### src/design/tpaq_pkg.sv
// Package for the two-priority action queue.
// Holds the operation codes and the fixed field widths; no dependencies.
`default_nettype none

package tpaq_pkg;

    // Operation carried in the low bits of the input tuser
    typedef enum logic [1:0] {
        OP_PUSH   = 2'd0,
        OP_POP    = 2'd1,
        OP_PEEK   = 2'd2,
        OP_DELETE = 2'd3
    } op_t;

    localparam int CODE_W = 8;   // action code width
    localparam int PROG_W = 8;   // progress word width
    localparam int POS_W  = 8;   // peek / delete position width

endpackage

`default_nettype wire

### src/design/two_priority_action_queue.sv
// Two-priority action queue: urgent and normal circular queues of action entries.
// Depends on tpaq_pkg for the operation codes and field widths.
//
// Each transaction on the input stream carries one operation (push, pop, peek
// or delete) and produces exactly one result transaction in the cycle after it is
// accepted. One operation is accepted every cycle while the result side takes
// results; s_tready follows m_tready combinationally when a result is held.
// Pointer compare and update, the store write and the registered store read
// all happen in the accepting cycle. Each queue holds one entry fewer than its
// depth. Peek and delete count positions over the urgent entries first, then
// the normal ones; pop takes the oldest urgent entry, else the oldest normal.
// A delete replaces the entry's action code with the cancelled code written
// through cfg_we / cfg_wdata. Both depths must be powers of two.
`default_nettype none

module two_priority_action_queue
    import tpaq_pkg::*;
#(
    parameter int URGENT_DEPTH = 8,
    parameter int NORMAL_DEPTH = 16
)
(
    input  wire logic                       clk,
    input  wire logic                       rst_n,

    input  wire logic                       s_tvalid,
    output logic                            s_tready,
    input  wire logic [POS_W+PROG_W+CODE_W-1:0] s_tdata,  // entry_action, entry_progress, position
    input  wire logic [2:0]                 s_tuser,  // action[1:0], urgent[2]

    output logic                            m_tvalid,
    input  wire logic                       m_tready,
    output logic [PROG_W+CODE_W-1:0]        m_tdata,  // out_action, out_progress
    output logic [0:0]                      m_tuser,  // ok

    input  wire logic                       cfg_we,
    input  wire logic [CODE_W-1:0]          cfg_wdata
);

    localparam int UW = $clog2(URGENT_DEPTH);
    localparam int NW = $clog2(NORMAL_DEPTH);

    // Stores, split into action and progress halves so delete touches one half
    logic [CODE_W-1:0] u_act_mem  [URGENT_DEPTH];
    logic [PROG_W-1:0] u_prog_mem [URGENT_DEPTH];
    logic [CODE_W-1:0] n_act_mem  [NORMAL_DEPTH];
    logic [PROG_W-1:0] n_prog_mem [NORMAL_DEPTH];

    logic [UW-1:0]     u_head_reg, u_head_next, u_tail_reg, u_tail_next;
    logic [NW-1:0]     n_head_reg, n_head_next, n_tail_reg, n_tail_next;
    logic [CODE_W-1:0] cancelled_code_reg;

    logic              m_valid_reg;
    logic              ok_reg, ok_next;
    logic              show_reg, show_next;
    logic              sel_u_reg, sel_u_next;
    logic [CODE_W-1:0] u_act_rd_reg, n_act_rd_reg;
    logic [PROG_W-1:0] u_prog_rd_reg, n_prog_rd_reg;

    logic              accept;
    op_t               op;
    logic              in_urgent;
    logic [CODE_W-1:0] in_code;
    logic [PROG_W-1:0] in_prog;
    logic [POS_W-1:0]  in_pos, eff_pos, n_pos;
    logic [UW-1:0]     u_cnt, u_slot;
    logic [NW-1:0]     n_cnt, n_slot;
    logic              u_hit, n_hit, u_full, n_full;

    logic              u_act_we, u_prog_we, n_act_we, n_prog_we;
    logic [UW-1:0]     u_waddr;
    logic [NW-1:0]     n_waddr;
    logic [CODE_W-1:0] act_wdata;

    assign s_tready  = !m_valid_reg || m_tready;
    assign accept    = s_tvalid && s_tready;
    assign op        = op_t'(s_tuser[1:0]);
    assign in_urgent = s_tuser[2];
    assign in_code   = s_tdata[CODE_W-1:0];
    assign in_prog   = s_tdata[CODE_W+PROG_W-1:CODE_W];
    assign in_pos    = s_tdata[CODE_W+PROG_W+POS_W-1:CODE_W+PROG_W];

    always_comb
    begin
        // A pop is a lookup of position zero that also advances a head
        eff_pos = (op == OP_POP) ? '0 : in_pos;
        u_cnt   = u_tail_reg - u_head_reg;
        n_cnt   = n_tail_reg - n_head_reg;
        u_hit   = eff_pos < POS_W'(u_cnt);
        n_pos   = eff_pos - POS_W'(u_cnt);
        n_hit   = !u_hit && (n_pos < POS_W'(n_cnt));
        u_slot  = u_head_reg + eff_pos[UW-1:0];
        n_slot  = n_head_reg + n_pos[NW-1:0];
        u_full  = (u_tail_reg + UW'(1)) == u_head_reg;
        n_full  = (n_tail_reg + NW'(1)) == n_head_reg;

        u_head_next = u_head_reg;
        u_tail_next = u_tail_reg;
        n_head_next = n_head_reg;
        n_tail_next = n_tail_reg;
        ok_next     = 1'b0;
        show_next   = 1'b0;
        sel_u_next  = u_hit;
        u_act_we    = 1'b0;
        u_prog_we   = 1'b0;
        n_act_we    = 1'b0;
        n_prog_we   = 1'b0;
        u_waddr     = u_slot;
        n_waddr     = n_slot;
        act_wdata   = cancelled_code_reg;

        case (op)
            OP_PUSH:
            begin
                act_wdata = in_code;
                u_waddr   = u_tail_reg;
                n_waddr   = n_tail_reg;
                if (in_urgent)
                begin
                    ok_next   = !u_full;
                    u_act_we  = !u_full;
                    u_prog_we = !u_full;
                    if (!u_full)
                        u_tail_next = u_tail_reg + UW'(1);
                end
                else
                begin
                    ok_next   = !n_full;
                    n_act_we  = !n_full;
                    n_prog_we = !n_full;
                    if (!n_full)
                        n_tail_next = n_tail_reg + NW'(1);
                end
            end
            OP_POP:
            begin
                ok_next   = u_hit || n_hit;
                show_next = u_hit || n_hit;
                if (u_hit)
                    u_head_next = u_head_reg + UW'(1);
                else if (n_hit)
                    n_head_next = n_head_reg + NW'(1);
            end
            OP_PEEK:
            begin
                ok_next   = u_hit || n_hit;
                show_next = u_hit || n_hit;
            end
            OP_DELETE:
            begin
                ok_next  = u_hit || n_hit;
                u_act_we = u_hit;
                n_act_we = n_hit;
            end
            default:
            begin
                ok_next = 1'b0;
            end
        endcase
    end

    always_ff @(posedge clk or negedge rst_n)
    begin
        if (!rst_n)
        begin
            u_head_reg         <= '0;
            u_tail_reg         <= '0;
            n_head_reg         <= '0;
            n_tail_reg         <= '0;
            cancelled_code_reg <= '0;
            m_valid_reg        <= 1'b0;
        end
        else
        begin
            if (cfg_we)
                cancelled_code_reg <= cfg_wdata;
            if (accept)
            begin
                u_head_reg <= u_head_next;
                u_tail_reg <= u_tail_next;
                n_head_reg <= n_head_next;
                n_tail_reg <= n_tail_next;
            end
            if (accept)
                m_valid_reg <= 1'b1;
            else if (m_tready)
                m_valid_reg <= 1'b0;
        end
    end

    // Result flags and store reads; hold while the result is stalled
    always_ff @(posedge clk)
    begin
        if (accept)
        begin
            ok_reg        <= ok_next;
            show_reg      <= show_next;
            sel_u_reg     <= sel_u_next;
            u_act_rd_reg  <= u_act_mem[u_slot];
            u_prog_rd_reg <= u_prog_mem[u_slot];
            n_act_rd_reg  <= n_act_mem[n_slot];
            n_prog_rd_reg <= n_prog_mem[n_slot];
        end
    end

    always_ff @(posedge clk)
    begin
        if (accept && u_act_we)
            u_act_mem[u_waddr] <= act_wdata;
        if (accept && u_prog_we)
            u_prog_mem[u_waddr] <= in_prog;
        if (accept && n_act_we)
            n_act_mem[n_waddr] <= act_wdata;
        if (accept && n_prog_we)
            n_prog_mem[n_waddr] <= in_prog;
    end

    assign m_tvalid   = m_valid_reg;
    assign m_tuser[0] = ok_reg;

    always_comb
    begin
        if (!show_reg)
            m_tdata = '0;
        else if (sel_u_reg)
            m_tdata = {u_prog_rd_reg, u_act_rd_reg};
        else
            m_tdata = {n_prog_rd_reg, n_act_rd_reg};
    end

endmodule

`default_nettype wire

### config.mk
export PLATFORM = sky130hd
export DESIGN_NAME = two_priority_action_queue
export DESIGN_NICKNAME = d
export VERILOG_FILES = /design/src/design/tpaq_pkg.sv /design/src/design/two_priority_action_queue.sv
export SDC_FILE = /design/constraint.sdc
export NUM_CORES = 1
export LEC_CHECK = 0
export BUFFER_PORTS_ARGS = -buffer_cell sky130_fd_sc_hd__buf_4
export CAP_MARGIN = 20
export CELL_PAD_IN_SITES_DETAIL_PLACEMENT = 1
export CELL_PAD_IN_SITES_GLOBAL_PLACEMENT = 2
export CORE_ASPECT_RATIO = 0.6
export CORE_MARGIN = 2
export CORE_UTILIZATION = 35
export CTS_CLUSTER_SIZE = 16
export DETAILED_ROUTE_END_ITERATION = 8
export PLACE_DENSITY = 0.65
export SKIP_LAST_GASP = 1
export SLEW_MARGIN = 20
export SYNTH_ARGS = -nofsm -noshare
export SYNTH_HDL_FRONTEND = slang
export SYNTH_SLANG_ARGS = --single-unit
### constraint.sdc
create_clock -name clk -period 10.05 [get_ports clk]
set_clock_uncertainty 0.05 [all_clocks]
set_input_delay 0 -clock clk [delete_from_list [all_inputs] [get_ports clk]]
set_output_delay 0 -clock clk [all_outputs]
set_load 0.02 [all_outputs]
==> flow_metrics.tcl, run 1 <==
set metrics [dict create \
    hpwl_mm 29.95 \
    ys_warn_count 0 \
    cts_htree_levels 2 \
    min_from "s_tuser[1]" \
    fmax_mhz 198.0 \
    vias 9237 \
    synth_top_family_by_area "multiplexers" \
    synth_cell_types 58 \
    synth-compound-area-share_pct 2.648 \
    hold_class "in -> reg" \
    drt_iter0_markers 978 \
    via_per_inst 5.210 \
    rsz0062_at_grt "false" \
    drive_above_1_share_pct 26.94 \
    grt_pass1_wl_mm 67.48 \
    grt_use_total_pct 16.93 \
    synthAdderAreaFrac_pct 2.058 \
    hold_ws_ns 0.05252 \
    fin_crit_sh_pct 50.25 \
    cts_tree "done" \
    tightestPinTransition_ns 1.048 \
    crit_path_end_kind "register" \
    antenna_found_initial 1 \
    die_area_um2 54010 \
    setup_viol_count_final 0 \
    numPortBuffers 58 \
    core_area_um2 51170 \
    grt_busiest_layer "met1" \
    grt_use_met1_pct 28.39 \
    syn-num-nets 1006 \
    nets 1117 \
    synth_flop_cell "edfxtp_1" \
    synthTopCellsByCount "419 x edfxtp_1, 112 x mux4_2, 72 x nand2_1" \
    clock_latency_ns 0.56 \
    antenna_cells 0 \
    synth_top_cell_by_area "edfxtp_1" \
    ant_nets 0 \
    gp_congestion 0.7679 \
    rows 64 \
    yosysMostFrequentCell "edfxtp_1" \
    worst-setup-path-type "reg -> reg" \
    drc_errors 0 \
    clockBufferDepth 3 \
    cts_root_buf "clkbuf_16" \
    wl_per_cell_um 25.36 \
    synth_mux_area_share_pct 15.93 \
    syn_inst 939 \
    async_reset_ff_share_pct 5.204 \
    cp.arrival_ns 5.17 \
    report.final.hold_viol_count 0 \
    slew_viol_final 0 \
    grt_pass1_vias 9761 \
    synthSimpleGateAreaFrac_pct 4.391 \
    netlist.area_leader.share_pct 68.99 \
    min_period_ns 5.050 \
    worst-path-max-fanout 66 \
    setup_tns_ns 0 \
    die_h_um 180.8 \
    avgSynthCellArea_um2 19.42 \
    grt_overflow 0 \
    clkSinkCount 442 \
    start_kind "register" \
    clkSlewWorstSetupHoldPaths_ns 0.06 \
    drv_cap 0 \
    setup.worst_path.start "u_tail_reg[0]" \
    initial_core_util_pct 35.64 \
    slew_headroom_pct 30.11 \
    use_met3_pct 3.139 \
    status "completed" \
    synth-edff-count 419 \
    largestRegisters "n_act_mem x128, n_prog_mem x128" \
    grt_max_degree 67 \
    ios 59 \
    cts_setup_buffers 0 \
    cts_resized 0 \
    synth_seq_cells 442 \
    area_growth_pct 16.47 \
    fill_cells 4900 \
    synth-seq-area-share_pct 72.15 \
    worstPathRequired_ns 10.17 \
    syn_area_um2 18240 \
    die_w_um 298.7 \
    met2_usage_pct 22.71 \
    r2r-start "u_tail_reg[0]" \
    synth_xor_area_share_pct 1.310 \
    numCtsBuffers 42 \
    yosys-top-cells-area "edfxtp_1 69%, mux4_2 14%, dfrtp_1 3.2%" \
    wl_mm 44.96 \
    dr.pass1.iters 5 \
]
## area by class of cell
type | count | area (µm²) | share of cell area, %
clock buffers | 50 | 1122 | 5.284
clock inverters | 24 | 242.7 | 1.143
inverters | 25 | 93.84 | 0.4418
multi-input cells | 433 | 4876 | 22.96
flip-flops and latches | 442 | 13160 | 61.95
well taps | 693 | 867.1 | 4.082
repair buffers | 106 | 880.8 | 4.147
## through the flow
stage / setup WS [ns] / utilization [%] / std cells / cell area (µm²)
after floorplan: 5.805 / - / 939 / 18240
after global placement: 4.864 / 38.17 / 1669 / 19530
after detailed placement: 4.939 / 38.22 / 1669 / 19560
after CTS: 4.929 / 41.50 / 1773 / 21230
after global routing: 4.663 / 41.51 / 1773 / 21240
final: 5.000 / 41.51 / 1773 / 21240
## routing by layer
metal	routed length (µm)	share of wire, %	up-vias
met3	2593	5.8	47
met2	18290	41	243
met5	0	0	-
met1	23480	52	4939
met4	601	1.3	0
li1	-	-	4008
## path summary, 6_finish.rpt
check,end,slack [ns],cells past startpoint
setup / recovery,n_prog_mem[14][0],5.00,12
hold / removal,show_reg,0.05,4
setup reg to reg,n_prog_mem[14][0],5.00,12
hold reg to reg,u_head_reg[0],0.49,1
max in group asynchronous,u_head_reg[2],9.33,4
min in group asynchronous,cancelled_code_reg[0],0.41,4
## logic make-up (layout without fill, tap and decap cells)
family | Yosys count | after routing
compound gates | 66 | 66
xor+xnor | 23 | 23
fa+ha+maj | 27 | 27
buf+inv | 64 | 205
flops | 442 | 442
mux | 148 | 148
simple gates | 169 | 169
## cell usage in the layout, fill, tap and decap left out, drive strengths merged, types with 7 or more instances in the layout
cell         netlist  routed
nor3              13      13
clkinv             1      18
o21ai              8       8
inv               24      25
xnor2             15      15
dfrtp             23      23
mux4             112     112
nand2             73      73
ha                22      22
nand2b             7       7
a211oi            14      14
nor2b             21      21
buf               21      77
mux2              18      18
dlygate4sd3        0      29
nor2              29      29
mux2i             18      18
clkbuf            18      50
a21oi             18      18
edfxtp           419     419
nand3             13      13
## timing repair
action | CTS | global route
setup endpoints to repair | 0 | 0
hold endpoints to repair | 233 | 0
hold buffers | 30 | 0
## critical path, cell delays in order, from the launching register on
cell      delay (ns)
dfrtp_1         0.42
inv_1           0.16
ha_1            0.17
inv_1           0.05
fa_1            0.49
fa_1            0.53
inv_1           0.08
fa_2            0.52
buf_4           0.74
nand2b_1        0.15
o21ai_0         0.25
nand2_1         0.21
a21oi_1         0.78
Power of run 1 is not shown: default switching activity piles up to over one toggle a cycle in this logic, so the estimate is an artifact.
==> run 2: changes to the inputs <==
--- a/config.mk
+++ b/config.mk
@@ -14,7 +14,7 @@
 export CORE_UTILIZATION = 35
 export CTS_CLUSTER_SIZE = 16
 export DETAILED_ROUTE_END_ITERATION = 8
-export PLACE_DENSITY = 0.65
+export PLACE_DENSITY = 0.68
 export SKIP_LAST_GASP = 1
 export SLEW_MARGIN = 20
 export SYNTH_ARGS = -nofsm -noshare
==> constraint.sdc (replaced) <==
create_clock -name clk -period 4.2 [get_ports clk]
set_clock_uncertainty 0.05 [all_clocks]
set_input_delay 0 -clock clk [delete_from_list [all_inputs] [get_ports clk]]
set_output_delay 0 -clock clk [all_outputs]
set_load 0.02 [all_outputs]
==> run 2 against run 1 <==
Net effect:
- via count up 4.9%
- utilization up 1.6 points
- critical path depth up 4
- count of clock-buffer cells in the layout up 8
- cell count up 4.7%
- hold slack worse by 0.040 ns
- non-clock buffer count up 81
- first-iteration DRC count down 4.5%
- sequential share of layout area down 2.3 points
- die area unchanged
- flip-flop and latch count unchanged
- cell area up 3.9%
- largest cell class unchanged
==> flow_metrics.tcl, run 2 (synthesis gave the netlist of run 1 again) <==
set metrics [dict create \
    place_area_um2 20120 \
    clkSinkCount 442 \
    nets 1197 \
    drv_cap 0 \
    ios 59 \
    crit_path_end_kind "register" \
    hold_class "in -> reg" \
    initial_core_util_pct 35.64 \
    drive_above_1_share_pct 33.05 \
    path_cells "inv_1 -> ha_1 -> inv_1 -> fa_1 -> xnor2_1 -> ha_1 -> buf_4 -> xnor2_2 -> ha_4 -> nor2_4 -> or3b_4 -> buf_4 -> o211ai_4 -> nand3_2 -> a211oi_4 -> buf_4" \
    numCtsBuffers 41 \
    grt_use_total_pct 17.52 \
    grt_max_degree 38 \
    cts_htree_levels 2 \
    grt_busiest_layer "met1" \
    drt_iter0_markers 934 \
    antenna_found_initial 1 \
    grt_pass1_wl_mm 70.04 \
    setup_viol_count_final 0 \
    cp.arrival_ns 4.26 \
    clkSlewWorstSetupHoldPaths_ns 0.07 \
    met2_usage_pct 23.59 \
    slowest_delay_ns 0.40 \
    reg2reg_to "n_act_mem[15][6]" \
    r2r-start "u_tail_reg[0]" \
    worstPathRequired_ns 4.41 \
    fin_crit_sh_pct 96.41 \
    wl_per_cell_um 25.35 \
    status "completed" \
    crit_top_cell "buf_4" \
    dr.pass1.iters 5 \
    largestRegisters "n_act_mem x128, n_prog_mem x128" \
    use_met3_pct 3.656 \
    start_kind "register" \
    fmax_mhz 247.0 \
    fill_cells 4896 \
    worst-path-max-fanout 9 \
    tightestPinTransition_ns 0.9796 \
    numPortBuffers 58 \
    rsz0062_at_grt "true" \
    core_area_um2 51170 \
    final_area_um2 22070 \
    ant_nets 0 \
    rows 64 \
    layout_commonest_cell "edfxtp_1" \
    wl_mm 47.07 \
    via_per_inst 5.218 \
    hpwl_mm 31.68 \
    cts_tree "done" \
    clockBufferDepth 3 \
    worst-setup-path-type "reg -> reg" \
    final_cell_mix "419 x edfxtp_1, 142 x buf_4, 112 x mux4_2" \
    grt_overflow 0 \
    vias 9690 \
    clock_latency_ns 0.55 \
    grt_use_met1_pct 29.04 \
    area_growth_pct 21.02 \
    drc_errors 0 \
    slew_headroom_pct 34.70 \
    slew_viol_final 0 \
    die_h_um 180.8 \
    die_area_um2 54010 \
    grt_pass1_vias 10130 \
    cts_root_buf "clkbuf_16" \
    min_from "s_tuser[0]" \
    die_w_um 298.7 \
    r2r_slack_ns 0.15 \
    min_to "show_reg" \
    min_period_ns 4.049 \
    ff2ff_path_depth 16 \
    report.final.hold_viol_count 0 \
    worst_path_max_delay_cell "fa_1" \
    min_path_cells 4 \
    gp_congestion 0.8018 \
]
## run 2: cell types whose count changed in the layout (fill, tap and decap cells not counted), moves of 5 or more
| cell | before | now |
|---|---|---|
| buf_12 | 1 | 7 |
| nor3_4 | 0 | 5 |
| buf_6 | 0 | 9 |
| clkbuf_1 | 5 | 13 |
| a211oi_1 | 9 | 2 |
| buf_4 | 76 | 142 |
## run 2: how the worst max path moves through the flow
stage,startpoint,endpoint,slack (ns),depth (start not counted)
2_1_floorplan,u_tail_reg[0],n_act_mem[0][0],-0.05,12
3_3_place_gp,u_tail_reg[0],n_act_mem[3][3],-0.35,12
4_1_cts,u_tail_reg[0],n_act_mem[5][4],-0.01,14
3_5_place_dp,u_tail_reg[0],n_act_mem[0][7],-0.51,12
5_1_grt,u_tail_reg[0],n_act_mem[13][3],-0.05,16
6_report,u_tail_reg[0],n_act_mem[15][6],0.15,16
## run 2: worst max-delay path: cells and delay by family, from the launching register on
family          cells  cell delay (ns)
flops               1             0.38
compound gates      2             0.49
xor+xnor            2             0.29
fa+ha+maj           4             1.16
simple gates        3             0.78
buf+inv             5             0.61
## run 2: area by class of cell
class                           instances  area, µm²  area share (%)
Timing Repair Buffer                  187       1598           7.240
Inverter                               25      93.84          0.4252
Tap cell                              693      867.1           3.929
Multi-Input combinational cell        433       5087           23.05
Antenna cell                            2      5.005         0.02268
Clock inverter                         17      108.9          0.4932
Sequential cell                       442      13160           59.62
Clock buffer                           58       1152           5.221
## run 2: metal layers
layer	wire, µm	up-vias
met5	0	-
met4	650	0
met3	2918	48
met2	19310	259
met1	24190	5223
li1	-	4160
## run 2: metrics by stage
stage | TNS, ns | cells | setup WS (ns) | hold slack [ns] | util [%]
6_report | 0 | 1857 | 0.1509 | 0.01271 | 43.13
5_1_grt | -1.037 | 1855 | -0.05234 | 0.04025 | 43.12
4_1_cts | -0.02632 | 1848 | -0.01026 | 0.004934 | 42.60
3_5_place_dp | -19.67 | 1741 | -0.5140 | -0.09454 | 39.32
3_3_place_gp | -9.640 | 1741 | -0.3524 | -0.09762 | 39.32
2_1_floorplan | -1.449 | 939 | -0.04529 | -0.3456 | -
## run 2: repair_timing
action                                 in CTS  in global routing
endpoints found under the hold margin     234                  0
setup endpoints to repair                 128                272
setup buffers                               2                  7
hold buffers                               30                  0
pin swaps                                   0                 12
resized for setup                          16                 33
Power of run 2 is left out for the same reason.
